===== config.mk =====
export PLATFORM = sky130hd
export DESIGN_NAME = stmv_ctrl
export DESIGN_NICKNAME = d
export VERILOG_FILES = /design/src/hw/rtl/stmv_pkg.sv /design/src/hw/rtl/stmv_ctrl.sv
export SDC_FILE = /design/constraint.sdc
export NUM_CORES = 1
export LEC_CHECK = 0
export BUFFER_PORTS_ARGS = -buffer_cell sky130_fd_sc_hd__buf_2
export CORE_AREA = 2 2 39 41
export DETAILED_ROUTE_END_ITERATION = 6
export DIE_AREA = 0 0 41 43
export GPL_TIMING_DRIVEN = 0
export PLACE_DENSITY = 0.48
export SLEW_MARGIN = 20
export SYNTH_ARGS = -nofsm -noshare
export SYNTH_HDL_FRONTEND = slang
export SYNTH_SLANG_ARGS = --single-unit

===== constraint.sdc =====
create_clock -name clk -period 2.84 [get_ports clk]
set_clock_uncertainty 0.1 [all_clocks]
set_input_delay 0.284 -clock clk [delete_from_list [all_inputs] [get_ports clk]]
set_output_delay 0.284 -clock clk [all_outputs]
set_load 0.02 [all_outputs]

===== src/hw/rtl/stmv_pkg.sv =====
`timescale 1ns / 1ps

package stmv_pkg;

	localparam int COORD_BITS = 16;
	localparam int NORM_BITS  = 16;

	// vertex minus centroid
	localparam int DIFF_W  = COORD_BITS + 1;
	// v0 + v1 + v2 - 3c
	localparam int SUM_W   = COORD_BITS + 3;
	localparam int PROD_W  = 2 * DIFF_W;
	localparam int CROSS_W = PROD_W + 1;
	localparam int TPROD_W = DIFF_W + CROSS_W;
	localparam int TRIP_W  = TPROD_W + 2;
	localparam int DPROD_W = NORM_BITS + SUM_W;
	localparam int DOT_W   = DPROD_W + 2;

	localparam int VOL_W    = 52;
	localparam int ORIENT_W = 2;
	localparam int TOTAL_W  = 64;
	localparam int COUNT_W  = 32;

	localparam int CFG_IDX_W  = 2;
	localparam int CFG_DATA_W = COORD_BITS;

	localparam int IN_W      = 9 * COORD_BITS + 3 * NORM_BITS;
	localparam int IN_BYTES  = (IN_W + 7) / 8;
	localparam int IN_TW     = 8 * IN_BYTES;
	localparam int OUT_W     = VOL_W + ORIENT_W + TOTAL_W + COUNT_W;
	localparam int OUT_BYTES = (OUT_W + 7) / 8;
	localparam int OUT_TW    = 8 * OUT_BYTES;

	localparam int STEP_W = 2;

	typedef enum logic [ORIENT_W-1:0] {
		ORIENT_NONE = 2'd0,
		ORIENT_ADD  = 2'd1,
		ORIENT_SUB  = 2'd2
	} orient_t;

	typedef enum logic [CFG_IDX_W-1:0] {
		REG_CENTROID_X = 2'd0,
		REG_CENTROID_Y = 2'd1,
		REG_CENTROID_Z = 2'd2
	} cfg_reg_t;

	typedef enum logic [1:0] {
		ST_IDLE,
		ST_CALC,
		ST_MAG,
		ST_WRITE
	} state_t;

	typedef struct packed {
		logic              capture;
		logic              calc;
		logic [STEP_W-1:0] step;
		logic              mag;
		logic              commit;
	} dp_cmd_t;

endpackage


===== src/hw/rtl/stmv_ctrl.sv =====
`timescale 1ns / 1ps

module stmv_ctrl (
	input  logic               clk,
	input  logic               arst_n,
	input  logic               s_axis_tvalid,
	output logic               s_axis_tready,
	output logic               m_axis_tvalid,
	input  logic               m_axis_tready,
	output stmv_pkg::dp_cmd_t  cmd
);

	stmv_pkg::state_t              state_q, state_d;
	logic [stmv_pkg::STEP_W-1:0]   step_q, step_d;
	logic                          out_valid_q;

	always_ff @(posedge clk or negedge arst_n) begin
		if (!arst_n) begin
			state_q     <= stmv_pkg::ST_IDLE;
			step_q      <= '0;
			out_valid_q <= 1'b0;
		end else begin
			state_q <= state_d;
			step_q  <= step_d;
			if (cmd.commit) begin
				out_valid_q <= 1'b1;
			end else if (m_axis_tready) begin
				out_valid_q <= 1'b0;
			end
		end
	end

	always_comb begin
		state_d     = state_q;
		step_d      = step_q;
		cmd         = '0;
		cmd.step    = step_q;
		s_axis_tready = 1'b0;
		case (state_q)
			stmv_pkg::ST_IDLE: begin
				s_axis_tready = 1'b1;
				if (s_axis_tvalid) begin
					cmd.capture = 1'b1;
					step_d      = '0;
					state_d     = stmv_pkg::ST_CALC;
				end
			end
			stmv_pkg::ST_CALC: begin
				cmd.calc = 1'b1;
				step_d   = step_q + 1'b1;
				if (step_q == '1) begin
					state_d = stmv_pkg::ST_MAG;
				end
			end
			stmv_pkg::ST_MAG: begin
				cmd.mag = 1'b1;
				state_d = stmv_pkg::ST_WRITE;
			end
			stmv_pkg::ST_WRITE: begin
				// wait for the output register to free up
				if (!out_valid_q || m_axis_tready) begin
					cmd.commit = 1'b1;
					state_d    = stmv_pkg::ST_IDLE;
				end
			end
			default: begin
				state_d = stmv_pkg::ST_IDLE;
			end
		endcase
	end

	assign m_axis_tvalid = out_valid_q;

endmodule


==> results.md <==
| Result | This run |
| --- | --- |
| Start point of the worst hold path | m_axis_tready |
| Fill cells | 148 |
| Critical Path Sink Type | output pin |
| CP startpoint kind | flop |
| Max-cap check violation count | 0 |
| Final count of hold timing violations | 0 |
| Number of antenna violations at the first check in global routing | 0 |
| Largest net degree at the start of global routing | 8 |
| Placed cell count | 56 |
| Critical Path Fanout Max | 7 |
| Transition time at the pin with the least slew margin | 0.271 ns |
| Largest incremental delay on the critical path | 0.40 ns |
| Wire length of the first global-routing pass | 979 um |
| Tightest Hold Check Type | in -> reg |
| Clock tree from TritonCTS | yes |
| Row count | 14 |
| Final-report max-slew violation count | 0 |
| Buf+Inv Stages, Crit Path | 2 |
| Number of gates given a new drive strength after cts | 0 |
| Worst Path Required | 2.46 ns |
| Total wire length | 577 um |
| Area of the mapped netlist | 344 sq um |
| IR Drop Worst-Case VDD | 0.000393 V |
| Max Root-Sink Buffers | 2 |
| Final weighted congestion of routability-driven global placement | 0.670 |
| DR DRC count | 0 |
| Crit path arrival time | 1.38 ns |
| Grt total ovfl | 0 |
| Worst hold path endpoint | m_axis_tvalid |
| Number of diodes added for antenna fixing | 0 |
| Detailed placement HPWL | 483 um |
| Achievable Freq | 568 MHz |
| Worst-path cell with the longest stage delay | sky130_fd_sc_hd__dfrtp_1 |
| Share of synthesized area occupied by flip-flops and latches | 0.364 |
| Setup_tns | 0 ns |
| Headroom to the max-slew limit | 0.820 |
| Clk Latency, worst-skew pair | 0.24 ns |
| Die outline area | 1760 sq um |
| Number of different library cells in the post-synthesis netlist | 17 |
| Number of global-route vias before repair | 252 |
| Root Driver | sky130_fd_sc_hd__clkbuf_4 |
| Area of the placeable core | 1380 sq um |
| Post-synthesis cell count | 29 |
| Category of cells accounting for the largest share of critical-path delay | flip-flops |
| Vertical die dimension | 43 um |
| Hold depth | 3 |
| Reg-to-reg startpoint | state_q[1] |
| Count of buffers from port buffering | 11 |
| Avg Inst Size Synth | 11.9 sq um |
| RSZ-0062 raised after global routing | no |
| Share of post-route cells with drive strength above 1 | 0.444 |
| Count of buffers added by post-CTS timing repair for setup | 0 |
| Wire per inst | 9.46 um |
| Syn Nets | 38 |
| CTS sink count | 5 |
| End of the worst register-to-register path | state_q[1] |
| Area delta synth->final | 32.4% |
| Hold slack | 0.248 ns |
| Cell count of the worst reg-to-reg path | 5 |
| Power per standard cell area | 1300 nW/um^2 |
| H-tree depth | 1 |
| DR pass1 iterations | 1 |
| Outcome | finished, final reports clean |
| Post-Place Worst Slack | 1.23 ns |
| Synthesized flop and latch total | 5 |
| Number of nets at the end of the flow | 55 |
| Min setup slack post-route | 1.08 ns |
| Ports placed on the boundary | 12 |
| Global routing usage summed across all routing layers | 0.0927 |
| Worst-path clk slew | 0.04 ns |
| Starting density of the core | 0.249 |
| Final count of negative-setup-slack endpoints | 0 |
| Post-layout instance count excluding filler cells | 61 |
| Vias after detailed routing | 269 |
| Internal reg-to-reg setup slack | 1.24 ns |
| Yosys warning total | 0 |
| Antenna violation net count after detailed routing | 0 |
| Leakage dissipation | 0.243 nW |
| Final core occ | 0.329 |
| Classification of the worst setup path | reg -> out |
| Die width | 41 um |
| Per-cell via count in the routed design | 4.41 |
| DRT iter0 DRCs | 0 |
| Clock buffer count from CTS | 3 |
| Final min period | 1.76 ns |
| Period utilisation layout | 0.620 |
| Sequence of cells on the critical path | inv_1 -> ha_1 -> and2_1 -> buf_2 |
what timing repair did:
action                     CTS  global route
hold endpoints to repair     5             0
hold buffers                 1             0
setup endpoints to repair    0             0
stage by stage:
stage / instance area (sq um) / total power [W]
2_1_floorplan: 344 / 0.000429
3_3_place_gp: 419 / 0.000511
3_5_place_dp: 419 / 0.000514
4_1_cts: 455 / 0.000603
5_1_grt: 455 / 0.000655
6_report: 455 / 0.000590
flip-flops by register name, summed over array words and instances (netlist names):
name / cells
m_axis_tvalid: 1
state_q: 2
step_q: 2
Yosys cell counts:
| cell | instances | area share |
|---|---|---|
| sky130_fd_sc_hd__nor2_1 | 1 | 0.011 |
| sky130_fd_sc_hd__mux2i_1 | 1 | 0.029 |
| sky130_fd_sc_hd__inv_1 | 3 | 0.033 |
| sky130_fd_sc_hd__nand2_1 | 1 | 0.011 |
| sky130_fd_sc_hd__mux2_4 | 1 | 0.044 |
| sky130_fd_sc_hd__a21oi_1 | 1 | 0.015 |
| sky130_fd_sc_hd__o221ai_4 | 1 | 0.076 |
| sky130_fd_sc_hd__o21ai_1 | 1 | 0.015 |
| sky130_fd_sc_hd__xnor2_1 | 1 | 0.025 |
| sky130_fd_sc_hd__dfrtp_1 | 5 | 0.36 |
| sky130_fd_sc_hd__ha_1 | 5 | 0.18 |
| sky130_fd_sc_hd__o21ai_0 | 1 | 0.015 |
| sky130_fd_sc_hd__and2_1 | 2 | 0.036 |
| sky130_fd_sc_hd__a32o_2 | 1 | 0.033 |
| sky130_fd_sc_hd__nand2b_4 | 2 | 0.080 |
| sky130_fd_sc_hd__inv_2 | 1 | 0.011 |
| sky130_fd_sc_hd__nand3b_1 | 1 | 0.022 |
power by group:
group / internal [W] / switching, W
logic: 0.000165 / 0.000199
clock network: 0.0000530 / 0.0000278
registers: 0.000109 / 0.0000367
metal layers:
layer,track usage,up-vias,wire (um)
met3,0.0314,2,36
li1,-,132,-
met2,0.119,9,286
met4,0.120,0,12
met5,0,-,0
met1,0.0977,126,242
worst min-delay path, stage by stage:
cell	delay, ns
sky130_fd_sc_hd__buf_2	0.08
sky130_fd_sc_hd__nand2b_4	0.13
sky130_fd_sc_hd__nand2_1	0.06
cell families after synthesis:
kind of cell | share of synthesized area
DFF | 0.364
adders and majority gates | 0.182
xor gates and xnor gates | 0.0255
muxes | 0.0727
and+or+nand+nor | 0.160
AOI/OAI and AO/OA | 0.153
buffers and inverters | 0.0436
cell type report:
type / count / area, sq um / area share
repair buffers: 12 / 65.1 / 0.143
flip-flops and latches: 5 / 125 / 0.275
inverters: 4 / 15.0 / 0.0330
well taps: 16 / 20.0 / 0.0440
clock buffers: 4 / 26.3 / 0.0577
multi-input cells: 20 / 204 / 0.448
cell usage in the layout (no fill, tap or decap):
master                           n
sky130_fd_sc_hd__a32o_2          1
sky130_fd_sc_hd__o21ai_1         1
sky130_fd_sc_hd__dfrtp_1         5
sky130_fd_sc_hd__ha_1            5
sky130_fd_sc_hd__nor2_1          1
sky130_fd_sc_hd__inv_1           3
sky130_fd_sc_hd__nand2_1         1
sky130_fd_sc_hd__a21oi_1         1
sky130_fd_sc_hd__nand2b_4        2
sky130_fd_sc_hd__nand3b_1        1
sky130_fd_sc_hd__and2_1          2
sky130_fd_sc_hd__o21ai_0         1
sky130_fd_sc_hd__inv_2           1
sky130_fd_sc_hd__clkbuf_4        3
sky130_fd_sc_hd__o221ai_4        1
sky130_fd_sc_hd__dlygate4sd3_1   1
sky130_fd_sc_hd__mux2_4          1
sky130_fd_sc_hd__clkbuf_1        1
sky130_fd_sc_hd__xnor2_1         1
sky130_fd_sc_hd__buf_2          11
sky130_fd_sc_hd__mux2i_1         1
worst max-delay path by stage:
stage	endpoint	depth (start not counted)	start	slack, ns
finish	cmd[5]	4	state_q[0]	1.08
global route	cmd[5]	4	state_q[0]	0.97
CTS	cmd[5]	4	state_q[0]	1.06
detailed placement	state_q[1]	5	state_q[1]	1.23
global placement	state_q[1]	5	state_q[1]	1.25
floorplan	state_q[1]	5	state_q[1]	1.21
(Power assumes the default switching activity.)
